### src/sv/owm_pkg.sv
package owm_pkg;

    // sine table resolution in fraction bits
    localparam int SINE_BITS   = 16;
    localparam int SINE_W      = SINE_BITS + 1;
    localparam int SIN_ENTRIES = 91;
    localparam int NUM_LANES   = 4;

    // pi in q30
    localparam longint unsigned PI_Q30 = 64'd3373259426;

    typedef logic [8:0] angle_t;

    localparam angle_t FULL_TURN     = 9'd360;
    localparam angle_t HALF_TURN     = 9'd180;
    localparam angle_t THREE_QUARTER = 9'd270;
    localparam angle_t QUARTER_TURN  = 9'd90;

    localparam angle_t LANE_OFFSET [NUM_LANES] = '{9'd45, 9'd135, 9'd225, 9'd315};

    localparam logic [6:0] MAG_LIMIT = 7'd100;
    localparam logic [2:0] DIV_TOP   = 3'd6;

    localparam logic [7:0] ASCII_ZERO = 8'h30;
    localparam logic [7:0] ASCII_ONE  = 8'h31;
    localparam logic [7:0] ASCII_F    = 8'h46;
    localparam logic [7:0] ASCII_R    = 8'h52;
    localparam logic [7:0] ASCII_CR   = 8'h0D;
    localparam logic [7:0] ASCII_LF   = 8'h0A;

    typedef logic [SINE_W-1:0] sin_lut_t [SIN_ENTRIES];

    // lane step strobes from the sequencer
    typedef struct packed {
        logic       fold;
        logic       mul;
        logic       max;
        logic       div;
        logic       div_first;
        logic [2:0] div_bit;
        logic       fmt;
    } owm_ctrl_t;

    // one formatted channel: direction and three decimal digits
    typedef struct packed {
        logic       rev;
        logic       hund;
        logic [3:0] tens;
        logic [3:0] ones;
    } owm_chan_t;

    // quarter wave sine magnitude, q30 taylor series rounded to SINE_BITS
    function automatic sin_lut_t build_sin_lut();
        sin_lut_t          lut;
        longint unsigned   x;
        longint unsigned   x2;
        longint unsigned   t;
        longint            sum;
        longint unsigned   s;
        for (int d = 0; d < SIN_ENTRIES; d++) begin
            x   = (longint'(d) * PI_Q30) / 180;
            x2  = (x * x) >> 30;
            t   = x;
            sum = longint'(x);
            t   = ((t * x2) >> 30) / 6;
            sum = sum - longint'(t);
            t   = ((t * x2) >> 30) / 20;
            sum = sum + longint'(t);
            t   = ((t * x2) >> 30) / 42;
            sum = sum - longint'(t);
            t   = ((t * x2) >> 30) / 72;
            sum = sum + longint'(t);
            t   = ((t * x2) >> 30) / 110;
            sum = sum - longint'(t);
            t   = ((t * x2) >> 30) / 156;
            sum = sum + longint'(t);
            t   = ((t * x2) >> 30) / 210;
            sum = sum - longint'(t);
            t   = ((t * x2) >> 30) / 272;
            sum = sum + longint'(t);
            if (sum < 0) begin
                sum = 0;
            end
            s = longint'(sum);
            s = (((s << 1) >> (30 - SINE_BITS)) + 1) >> 1;
            lut[d] = s[SINE_W-1:0];
        end
        return lut;
    endfunction

    localparam sin_lut_t SIN_LUT = build_sin_lut();

endpackage

### src/sv/owm_lane.sv
module owm_lane import owm_pkg::*; (
    input  logic              aclk,
    input  owm_ctrl_t         ctrl,
    input  logic [1:0]        lane_id,
    input  logic              command,
    input  angle_t            heading,
    input  logic [6:0]        speed,
    input  logic signed [7:0] wheel,
    input  logic [6:0]        mx,
    output logic [6:0]        mag,
    output owm_chan_t         result
);

    logic [9:0]            ang_sum;
    angle_t                ang;
    logic [6:0]            d_next;
    logic                  neg_next;
    logic [6:0]            d_reg;
    logic                  neg_reg;
    logic [SINE_W+6:0]     prod;
    logic [6:0]            mag_reg;
    logic [13:0]           num_reg;
    logic [6:0]            num_lo;
    logic [6:0]            rem_cur;
    logic [7:0]            trial;
    logic                  qbit;
    logic [6:0]            rem_next;
    logic [6:0]            rem_reg;
    logic [6:0]            quo_reg;
    logic [6:0]            quo_fix;
    logic                  in_range;
    logic                  rev;
    logic [6:0]            m;
    logic signed [7:0]     wheel_neg;
    logic [14:0]           t10;
    logic                  hund;
    logic [3:0]            tens;
    logic [6:0]            tens10;
    logic [6:0]            ones_full;
    owm_chan_t             res_reg;

    // wheel angle, then fold into the first quadrant
    always_comb begin
        ang_sum = {1'b0, heading} + {1'b0, LANE_OFFSET[lane_id]};
        if (ang_sum >= {1'b0, FULL_TURN}) begin
            ang = 9'(ang_sum - {1'b0, FULL_TURN});
        end else begin
            ang = ang_sum[8:0];
        end
        if (ang <= QUARTER_TURN) begin
            d_next   = ang[6:0];
            neg_next = 1'b0;
        end else if (ang <= HALF_TURN) begin
            d_next   = 7'(HALF_TURN - ang);
            neg_next = 1'b0;
        end else if (ang <= THREE_QUARTER) begin
            d_next   = 7'(ang - HALF_TURN);
            neg_next = 1'b1;
        end else begin
            d_next   = 7'(FULL_TURN - ang);
            neg_next = 1'b1;
        end
    end

    assign prod = SIN_LUT[d_reg] * {{SINE_W{1'b0}}, speed};

    // restoring division, one quotient bit a step
    assign num_lo   = num_reg[6:0];
    assign rem_cur  = ctrl.div_first ? num_reg[13:7] : rem_reg;
    assign trial    = {rem_cur, num_lo[ctrl.div_bit]};
    assign qbit     = (trial >= {1'b0, mx});
    assign rem_next = qbit ? 7'(trial - {1'b0, mx}) : trial[6:0];

    // channel value, range check and decimal digits
    always_comb begin
        quo_fix   = (mx == 7'd0) ? 7'd0 : quo_reg;
        wheel_neg = -wheel;
        if (command) begin
            in_range = (wheel >= -8'sd100) && (wheel <= 8'sd100);
            rev      = in_range && (wheel < 8'sd0);
            if (!in_range) begin
                m = 7'd0;
            end else if (wheel < 8'sd0) begin
                m = wheel_neg[6:0];
            end else begin
                m = wheel[6:0];
            end
        end else begin
            in_range = (quo_fix <= MAG_LIMIT);
            rev      = in_range && neg_reg && (quo_fix != 7'd0);
            m        = in_range ? quo_fix : 7'd0;
        end
        hund      = (m == MAG_LIMIT);
        t10       = {8'd0, m} * 15'd205;
        tens      = hund ? 4'd0 : t10[14:11];
        tens10    = 7'({3'd0, tens} * 7'd10);
        ones_full = hund ? 7'd0 : 7'(m - tens10);
    end

    always_ff @(posedge aclk) begin
        if (ctrl.fold) begin
            d_reg   <= d_next;
            neg_reg <= neg_next;
        end
        if (ctrl.mul) begin
            mag_reg <= prod[SINE_BITS+6:SINE_BITS];
        end
        if (ctrl.max) begin
            num_reg <= 14'(mag_reg * speed);
        end
        if (ctrl.div) begin
            rem_reg <= rem_next;
            quo_reg <= {quo_reg[5:0], qbit};
        end
        if (ctrl.fmt) begin
            res_reg.rev  <= rev;
            res_reg.hund <= hund;
            res_reg.tens <= tens;
            res_reg.ones <= ones_full[3:0];
        end
    end

    assign mag    = mag_reg;
    assign result = res_reg;

endmodule

### src/sv/owm_max.sv
module owm_max import owm_pkg::*; (
    input  logic       aclk,
    input  owm_ctrl_t  ctrl,
    input  logic [6:0] mags [NUM_LANES],
    output logic [6:0] mx
);

    logic [6:0] m01;
    logic [6:0] m23;
    logic [6:0] mx_reg;

    assign m01 = (mags[0] >= mags[1]) ? mags[0] : mags[1];
    assign m23 = (mags[2] >= mags[3]) ? mags[2] : mags[3];

    always_ff @(posedge aclk) begin
        if (ctrl.max) begin
            mx_reg <= (m01 >= m23) ? m01 : m23;
        end
    end

    assign mx = mx_reg;

endmodule

### src/sv/owm_frame.sv
module owm_frame import owm_pkg::*; (
    input  logic       aclk,
    input  logic       aresetn,
    input  logic       load_valid,
    output logic       load_ready,
    input  owm_chan_t  chans [NUM_LANES],
    output logic       m_valid,
    input  logic       m_ready,
    output logic [7:0] m_frame_byte,
    output logic       m_frame_last
);

    localparam logic [2:0] FLD_ID   = 3'd0;
    localparam logic [2:0] FLD_DIR  = 3'd1;
    localparam logic [2:0] FLD_HUND = 3'd2;
    localparam logic [2:0] FLD_TENS = 3'd3;
    localparam logic [2:0] FLD_ONES = 3'd4;
    localparam logic [2:0] FLD_CR   = 3'd5;
    localparam logic [2:0] FLD_LF   = 3'd6;

    logic       active_reg;
    logic [1:0] chan_reg;
    logic [2:0] field_reg;
    owm_chan_t  ch_reg [NUM_LANES];
    logic [7:0] byte_reg;
    logic       last_reg;
    logic       valid_reg;
    logic       adv;
    owm_chan_t  cur;
    logic [7:0] cur_byte;

    assign adv        = !valid_reg || m_ready;
    // next frame loads as the line feed goes out
    assign load_ready = !active_reg || (adv && (field_reg == FLD_LF));
    assign cur        = ch_reg[chan_reg];

    always_comb begin
        case (field_reg)
            FLD_ID:   cur_byte = ASCII_ONE + {6'd0, chan_reg};
            FLD_DIR:  cur_byte = cur.rev ? ASCII_R : ASCII_F;
            FLD_HUND: cur_byte = ASCII_ZERO + {7'd0, cur.hund};
            FLD_TENS: cur_byte = ASCII_ZERO + {4'd0, cur.tens};
            FLD_ONES: cur_byte = ASCII_ZERO + {4'd0, cur.ones};
            FLD_CR:   cur_byte = ASCII_CR;
            FLD_LF:   cur_byte = ASCII_LF;
            default:  cur_byte = ASCII_CR;
        endcase
    end

    always_ff @(posedge aclk) begin
        if (!aresetn) begin
            active_reg <= 1'b0;
            valid_reg  <= 1'b0;
            chan_reg   <= 2'd0;
            field_reg  <= FLD_ID;
        end else begin
            if (adv) begin
                valid_reg <= active_reg;
            end
            if (load_valid && load_ready) begin
                active_reg <= 1'b1;
            end else if (adv && active_reg && (field_reg == FLD_LF)) begin
                active_reg <= 1'b0;
            end
            if (adv && active_reg) begin
                if (field_reg == FLD_LF) begin
                    chan_reg  <= 2'd0;
                    field_reg <= FLD_ID;
                end else if (field_reg == FLD_ONES && chan_reg != 2'(NUM_LANES - 1)) begin
                    chan_reg  <= chan_reg + 2'd1;
                    field_reg <= FLD_ID;
                end else begin
                    field_reg <= field_reg + 3'd1;
                end
            end
        end
    end

    always_ff @(posedge aclk) begin
        if (adv && active_reg) begin
            byte_reg <= cur_byte;
            last_reg <= (field_reg == FLD_LF);
        end
        if (load_valid && load_ready) begin
            ch_reg <= chans;
        end
    end

    assign m_valid      = valid_reg;
    assign m_frame_byte = byte_reg;
    assign m_frame_last = last_reg;

endmodule

### src/sv/omni_wheel_mix_ascii_frame.sv
// the mixer steps through fold, sine multiply, max, 7 divide steps and format for each
// command, then hands off to the byte serializer, which sends a 22-beat frame at one beat
// a cycle while m_ready is high; the mixer overlaps the previous frame, so the next command
// is taken while bytes still go out; reset: synchronous, active low aresetn clears sequencer
// and serializer control; no tables or memories need clearing
module omni_wheel_mix_ascii_frame import owm_pkg::*; (
    input  logic              aclk,
    input  logic              aresetn,
    input  logic              s_valid,
    output logic              s_ready,
    input  logic              s_command,
    input  logic [8:0]        s_heading_deg,
    input  logic [6:0]        s_drive_speed,
    input  logic signed [7:0] s_wheel_one,
    input  logic signed [7:0] s_wheel_two,
    input  logic signed [7:0] s_wheel_three,
    input  logic signed [7:0] s_wheel_four,
    output logic              m_valid,
    input  logic              m_ready,
    output logic [7:0]        m_frame_byte,
    output logic              m_frame_last
);

    // mixer sequence, one command in flight
    typedef enum logic [2:0] {
        ST_IDLE,
        ST_FOLD,
        ST_MUL,
        ST_MAX,
        ST_DIV,
        ST_FMT,
        ST_HOLD
    } state_t;

    state_t            state_reg;
    logic [2:0]        cnt_reg;

    // captured command
    logic              cmd_reg;
    angle_t            head_reg;
    logic [6:0]        speed_reg;
    logic signed [7:0] wheel_reg [NUM_LANES];

    logic              accept;
    logic              load_valid;
    logic              load_ready;
    angle_t            head_mod;
    owm_ctrl_t         ctrl;
    logic [6:0]        mags [NUM_LANES];
    logic [6:0]        mx;
    owm_chan_t         lane_res [NUM_LANES];
    owm_chan_t         frame_chan [NUM_LANES];

    // a new command may enter while the finished one is handed to the serializer
    assign s_ready    = (state_reg == ST_IDLE) || ((state_reg == ST_HOLD) && load_ready);
    assign accept     = s_valid && s_ready;
    assign load_valid = (state_reg == ST_HOLD);

    // heading wraps once, the port tops out below two turns
    assign head_mod = (s_heading_deg >= FULL_TURN) ? 9'(s_heading_deg - FULL_TURN)
                                                   : s_heading_deg;

    always_ff @(posedge aclk) begin
        if (!aresetn) begin
            state_reg <= ST_IDLE;
            cnt_reg   <= DIV_TOP;
        end else begin
            case (state_reg)
                ST_IDLE: begin
                    if (accept) begin
                        state_reg <= ST_FOLD;
                    end
                end
                ST_FOLD: begin
                    state_reg <= ST_MUL;
                end
                ST_MUL: begin
                    state_reg <= ST_MAX;
                end
                ST_MAX: begin
                    state_reg <= ST_DIV;
                    cnt_reg   <= DIV_TOP;
                end
                ST_DIV: begin
                    if (cnt_reg == 3'd0) begin
                        state_reg <= ST_FMT;
                    end else begin
                        cnt_reg <= cnt_reg - 3'd1;
                    end
                end
                ST_FMT: begin
                    state_reg <= ST_HOLD;
                end
                ST_HOLD: begin
                    if (load_ready) begin
                        state_reg <= accept ? ST_FOLD : ST_IDLE;
                    end
                end
                default: begin
                    state_reg <= ST_IDLE;
                end
            endcase
        end
    end

    always_ff @(posedge aclk) begin
        if (accept) begin
            cmd_reg      <= s_command;
            head_reg     <= head_mod;
            speed_reg    <= s_drive_speed;
            wheel_reg[0] <= s_wheel_one;
            wheel_reg[1] <= s_wheel_two;
            wheel_reg[2] <= s_wheel_three;
            wheel_reg[3] <= s_wheel_four;
        end
    end

    // step strobes shared by all lanes
    always_comb begin
        ctrl.fold      = (state_reg == ST_FOLD);
        ctrl.mul       = (state_reg == ST_MUL);
        ctrl.max       = (state_reg == ST_MAX);
        ctrl.div       = (state_reg == ST_DIV);
        ctrl.div_first = (state_reg == ST_DIV) && (cnt_reg == DIV_TOP);
        ctrl.div_bit   = cnt_reg;
        ctrl.fmt       = (state_reg == ST_FMT);
    end

    // one lane per wheel
    for (genvar i = 0; i < NUM_LANES; i++) begin : g_lane
        owm_lane u_lane (
            .aclk    (aclk),
            .ctrl    (ctrl),
            .lane_id (2'(i)),
            .command (cmd_reg),
            .heading (head_reg),
            .speed   (speed_reg),
            .wheel   (wheel_reg[i]),
            .mx      (mx),
            .mag     (mags[i]),
            .result  (lane_res[i])
        );
    end

    // largest wheel magnitude, the rescale divisor
    owm_max u_max (
        .aclk (aclk),
        .ctrl (ctrl),
        .mags (mags),
        .mx   (mx)
    );

    // mix mode sends wheels 1, 2, 4, 3; direct mode keeps port order
    assign frame_chan[0] = lane_res[0];
    assign frame_chan[1] = lane_res[1];
    assign frame_chan[2] = cmd_reg ? lane_res[2] : lane_res[3];
    assign frame_chan[3] = cmd_reg ? lane_res[3] : lane_res[2];

    owm_frame u_frame (
        .aclk         (aclk),
        .aresetn      (aresetn),
        .load_valid   (load_valid),
        .load_ready   (load_ready),
        .chans        (frame_chan),
        .m_valid      (m_valid),
        .m_ready      (m_ready),
        .m_frame_byte (m_frame_byte),
        .m_frame_last (m_frame_last)
    );

`ifndef NO_ASSERTIONS
    // a taken command keeps the mixer busy for the following cycle
    a_busy_after_accept: assert property (@(posedge aclk) disable iff (!aresetn)
        s_valid && s_ready |=> !s_ready)
        else $error("command accepted while mixer busy");

    // divisor bounds every lane magnitude during the divide
    a_max_bound: assert property (@(posedge aclk) disable iff (!aresetn)
        state_reg == ST_DIV |-> (mx >= mags[0]) && (mx >= mags[1]) &&
                                (mx >= mags[2]) && (mx >= mags[3]))
        else $error("rescale divisor below a wheel magnitude");

    // handed-off digits are decimal
    a_digit_range: assert property (@(posedge aclk) disable iff (!aresetn)
        load_valid && load_ready |->
            (frame_chan[0].tens <= 4'd9) && (frame_chan[0].ones <= 4'd9) &&
            (frame_chan[1].tens <= 4'd9) && (frame_chan[1].ones <= 4'd9) &&
            (frame_chan[2].tens <= 4'd9) && (frame_chan[2].ones <= 4'd9) &&
            (frame_chan[3].tens <= 4'd9) && (frame_chan[3].ones <= 4'd9))
        else $error("channel digit out of decimal range");

    // the closing beat of a frame is the line feed
    a_last_is_lf: assert property (@(posedge aclk) disable iff (!aresetn)
        m_valid && m_frame_last |-> m_frame_byte == ASCII_LF)
        else $error("frame end not on line feed");
`endif

endmodule
### config.mk
export PLATFORM = sky130hd
export DESIGN_NAME = omni_wheel_mix_ascii_frame
export DESIGN_NICKNAME = d
export VERILOG_FILES = /design/src/sv/owm_pkg.sv /design/src/sv/owm_lane.sv /design/src/sv/owm_max.sv /design/src/sv/owm_frame.sv /design/src/sv/omni_wheel_mix_ascii_frame.sv
export SDC_FILE = /design/constraint.sdc
export NUM_CORES = 2
export LEC_CHECK = 0
export ABC_AREA = 0
export ABC_CLOCK_PERIOD_IN_PS = 22300
export BUFFER_PORTS_ARGS = -buffer_cell sky130_fd_sc_hd__buf_2
export CORE_MARGIN = 2
export CORE_UTILIZATION = 40
export CTS_CLUSTER_SIZE = 8
export DETAILED_ROUTE_END_ITERATION = 10
export GPL_TIMING_DRIVEN = 0
export HOLD_SLACK_MARGIN = 0.03
export PLACE_DENSITY = 0.61
export SLEW_MARGIN = 20
export SYNTH_ARGS = -nofsm -noshare
export SYNTH_HDL_FRONTEND = slang
export SYNTH_HIERARCHICAL = 1
export SYNTH_SLANG_ARGS = --single-unit
### constraint.sdc
create_clock -name aclk -period 22.3 [get_ports aclk]
set_input_delay 3.345 -clock aclk [delete_from_list [all_inputs] [get_ports aclk]]
set_output_delay 3.345 -clock aclk [all_outputs]
set_load 0.05 [all_outputs]
==> results.sh <==
export IMPL_yosysUniqueCellTypes=137
export IMPL_n_antenna_cell=0
export IMPL_clock_latency_ps=620
export IMPL_cts_buffers=48
export IMPL_r2r_setup_slack_ps=12800
export IMPL_initial_core_util=0.4030
export IMPL_clock_sinks=329
export IMPL_wl_per_cell_um=18.72
export IMPL_crit_path_end_kind="flop"
export IMPL_slew_headroom=0.2341
export IMPL_timing_final_crit_share=0.4259
export IMPL_cp_data_arrival_time_ps=9840
export IMPL_htree_levels=2
export IMPL_outcome="finished, final reports clean"
export IMPL_post_cts_resized=0
export IMPL_clk_path_buf_depth=3
export IMPL_ys_seq_area_frac=0.1926
export IMPL_slew_viol_final=0
export IMPL_rsz0062_at_grt="false"
export IMPL_hold_viol_final=0
export IMPL_grt_pass1_vias=42480
export IMPL_postCtsSetupBuffers=0
export IMPL_dp_hpwl_um=111200
export IMPL_critical_path_slowest_cell="o311ai_1"
export IMPL_largest_reg_flops=56
export IMPL_min_path_type="flop to flop"
export IMPL_drcViolationCount=0
export IMPL_synthesis_area_um2=50610
export IMPL_fin_nets=7018
export IMPL_synth_cells=5784
export IMPL_grt_max_degree=55
export IMPL_fp_coreArea_um2=125600
export IMPL_path_max_fanout=10
export IMPL_grt_usage=0.2176
export IMPL_dieArea_um2=129400
export IMPL_vias=42290
export IMPL_start_kind="flop"
export IMPL_async_reset_ff_frac=0
export IMPL_min_to="u_frame/ch_reg[24]$_DFFE_PP_"
export IMPL_first_pass_iters=7
export IMPL_hold_buffers=0
export IMPL_synth_warnings=6
export IMPL_max_cap_violations=0
export IMPL_cts_tree="yes"
export IMPL_r2r_start="g_lane[1].u_lane/d_reg[1]$_DFFE_PP_"
export IMPL_n_fill_cell=12360
export IMPL_drive_gt1_frac=0.06024
export IMPL_globalplace_congestion=0.9765
export IMPL_critPathMaxStageDelay_ps=850
export IMPL_reg2reg_to="g_lane[1].u_lane/mag[5]$_DFFE_PP_"
export IMPL_clock_skew_ps=46.45
export IMPL_fmax_mhz=105.3
export IMPL_synthFlopType="edfxtp_1"
export IMPL_critPathRequiredTime_ps=22650
export IMPL_via_per_inst=5.545
export IMPL_min_path_cells=0
export IMPL_setup_tns_ps=0
export IMPL_portBuffers=62
export IMPL_path_clk_slew_ps=60
export IMPL_drt_initial_drc_count=3374
export IMPL_synth_edf_count=316
export IMPL_r2r_cells=30
export IMPL_die_x_um=359.7
export IMPL_grt_ovfl_total=0
export IMPL_syn_to_final_growth_pct=8.337
export IMPL_synth_seq_cells=329
export IMPL_ant_nets=0
export IMPL_worstMarginPinSlew_ps=1149
export IMPL_wirelength_um=142800
export IMPL_setup_worst_path_class="flop to flop"
export IMPL_rows=130
export IMPL_top_level_ports=64
export IMPL_cts_root_buf="clkbuf_16"
export IMPL_hp_start="g_lane[1].u_lane/result[4]$_DFFE_PP_"
export IMPL_avgSynthCellArea_um2=8.750
export IMPL_finalCriticalPeriod_ps=9498
export IMPL_dieHeight_um=359.7
export IMPL_setup_violations=0
export IMPL_antenna_found_initial=3
export IMPL_grt_pass1_wl_um=230500
==> per-layer routing <==
metal  vias up  track usage  part of all wire
met1     20630       0.2975              0.45
met4         2      0.05701             0.024
met2      1300       0.3644              0.47
met3       270      0.02527             0.058
met5         -            0          0.000070
li1      20090            -                 -
==> critical path, delay by kind of cell, from the launching register on <==
family | cells | cell delay (ps)
adders and majority gates | 6 | 2770
AOI/OAI and AO/OA | 10 | 2530
buffers and inverters | 8 | 2170
and+or+nand+nor | 5 | 1090
DFF | 1 | 560
xor gates and xnor gates | 1 | 90
==> placed cells by master, fill, tap and decap left out, types with 28 or more instances in the layout <==
master     Yosys  layout
clkbuf_1     194     224
a21o_1        68      68
fa_1         428     428
nor2_1       389     387
o31ai_1       37      35
and2_1       254     252
ha_1         596     596
inv_1        802     801
nor3_1        99      99
a211oi_1      66      66
mux4_2        28      28
edfxtp_1     316     316
a21oi_1      266     266
mux2_2        49      49
o311ai_0      30      30
a31oi_1       41      41
xor2_1        61      61
xnor2_1      126     126
clkbuf_16      0      49
nor2b_1       96      96
buf_2         19      81
o211ai_1      45      45
nand2_1      642     642
mux2i_1       71      71
o21ai_0      284     284
nand3_1       86      86
and3_1        29      29
conb_1         3      33
nand2b_1      85      85
==> through the flow <==
stage                     worst slack, ps  utilization  hold slack (ps)  instance area (um2)  instances
after global routing                12270       0.4366            420.2                54830       7626
final                               12800       0.4366            411.8                54830       7626
after floorplan                     13900            -            400.3                50720       5814
after CTS                           12960       0.4365            414.5                54810       7626
after global placement              12940       0.4228            403.2                53100       7526
after detailed placement            13030       0.4252            405.6                53400       7541
==> worst max path at each step <==
stage	depth (start not counted)	from	end
floorplan	4	m_ready	s_ready
detailed placement	30	g_lane[1].u_lane/d_reg[1]$_DFFE_PP_	g_lane[1].u_lane/mag[5]$_DFFE_PP_
CTS	30	g_lane[1].u_lane/d_reg[1]$_DFFE_PP_	g_lane[1].u_lane/mag[5]$_DFFE_PP_
global route	30	g_lane[1].u_lane/d_reg[1]$_DFFE_PP_	g_lane[1].u_lane/mag[5]$_DFFE_PP_
finish	30	g_lane[1].u_lane/d_reg[1]$_DFFE_PP_	g_lane[1].u_lane/mag[5]$_DFFE_PP_
global placement	29	g_lane[1].u_lane/d_reg[1]$_DFFE_PP_	g_lane[1].u_lane/mag[5]$_DFFE_PP_
==> cell families after synthesis <==
group / share of synthesized area
xor gates and xnor gates: 0.03528
AOI/OAI and AO/OA: 0.1592
buffers and inverters: 0.08080
and+or+nand+nor: 0.1742
DFF: 0.1926
muxes: 0.03998
adders and majority gates: 0.3176
other: 0.0002225
==> area by class of cell <==
| class | count | area, um2 | area share |
|---|---|---|---|
| sequential | 329 | 9749 | 0.1778 |
| timing repair buffer | 77 | 560.5 | 0.01022 |
| multi-input combinational | 4424 | 36950 | 0.6739 |
| buffer | 248 | 1032 | 0.01883 |
| clock buffer | 80 | 1353 | 0.02467 |
| inverter | 813 | 3059 | 0.05580 |
| tap | 1650 | 2064 | 0.03765 |
| clock inverter | 5 | 60.06 | 0.001095 |
==> synth_stat cells (15+ instances only) <==
master | n | share of area
nor2_1 | 389 | 0.029
nand2b_1 | 85 | 0.011
o21bai_1 | 18 | 0.0027
mux2_2 | 49 | 0.011
mux2i_1 | 71 | 0.014
fa_1 | 428 | 0.17
o21a_1 | 25 | 0.0037
o21ai_0 | 284 | 0.028
a21oi_1 | 266 | 0.026
clkbuf_1 | 194 | 0.014
inv_1 | 802 | 0.059
nor3_1 | 99 | 0.0098
a311oi_1 | 18 | 0.0031
a21o_1 | 68 | 0.010
a221oi_1 | 20 | 0.0035
or3_1 | 17 | 0.0021
xnor2_1 | 126 | 0.022
o21ai_1 | 15 | 0.0015
a31oi_1 | 41 | 0.0051
and2_1 | 254 | 0.031
a2111oi_0 | 15 | 0.0026
a211o_1 | 15 | 0.0026
edfxtp_1 | 316 | 0.19
nor2b_1 | 96 | 0.012
a211oi_1 | 66 | 0.0098
o31ai_1 | 37 | 0.0055
o211ai_1 | 45 | 0.0067
nand2_1 | 642 | 0.048
nand3_1 | 86 | 0.0085
xor2_1 | 61 | 0.011
or2_2 | 17 | 0.0021
buf_2 | 19 | 0.0019
and3_1 | 29 | 0.0036
buf_1 | 23 | 0.0017
nand4_1 | 25 | 0.0031
o311ai_0 | 30 | 0.0052
o22ai_1 | 21 | 0.0026
mux4_2 | 28 | 0.012
ha_1 | 596 | 0.15
Power is left out: the tool's default activity adds up to more than one toggle a clock period on the data nets, which glitch-free logic cannot reach.
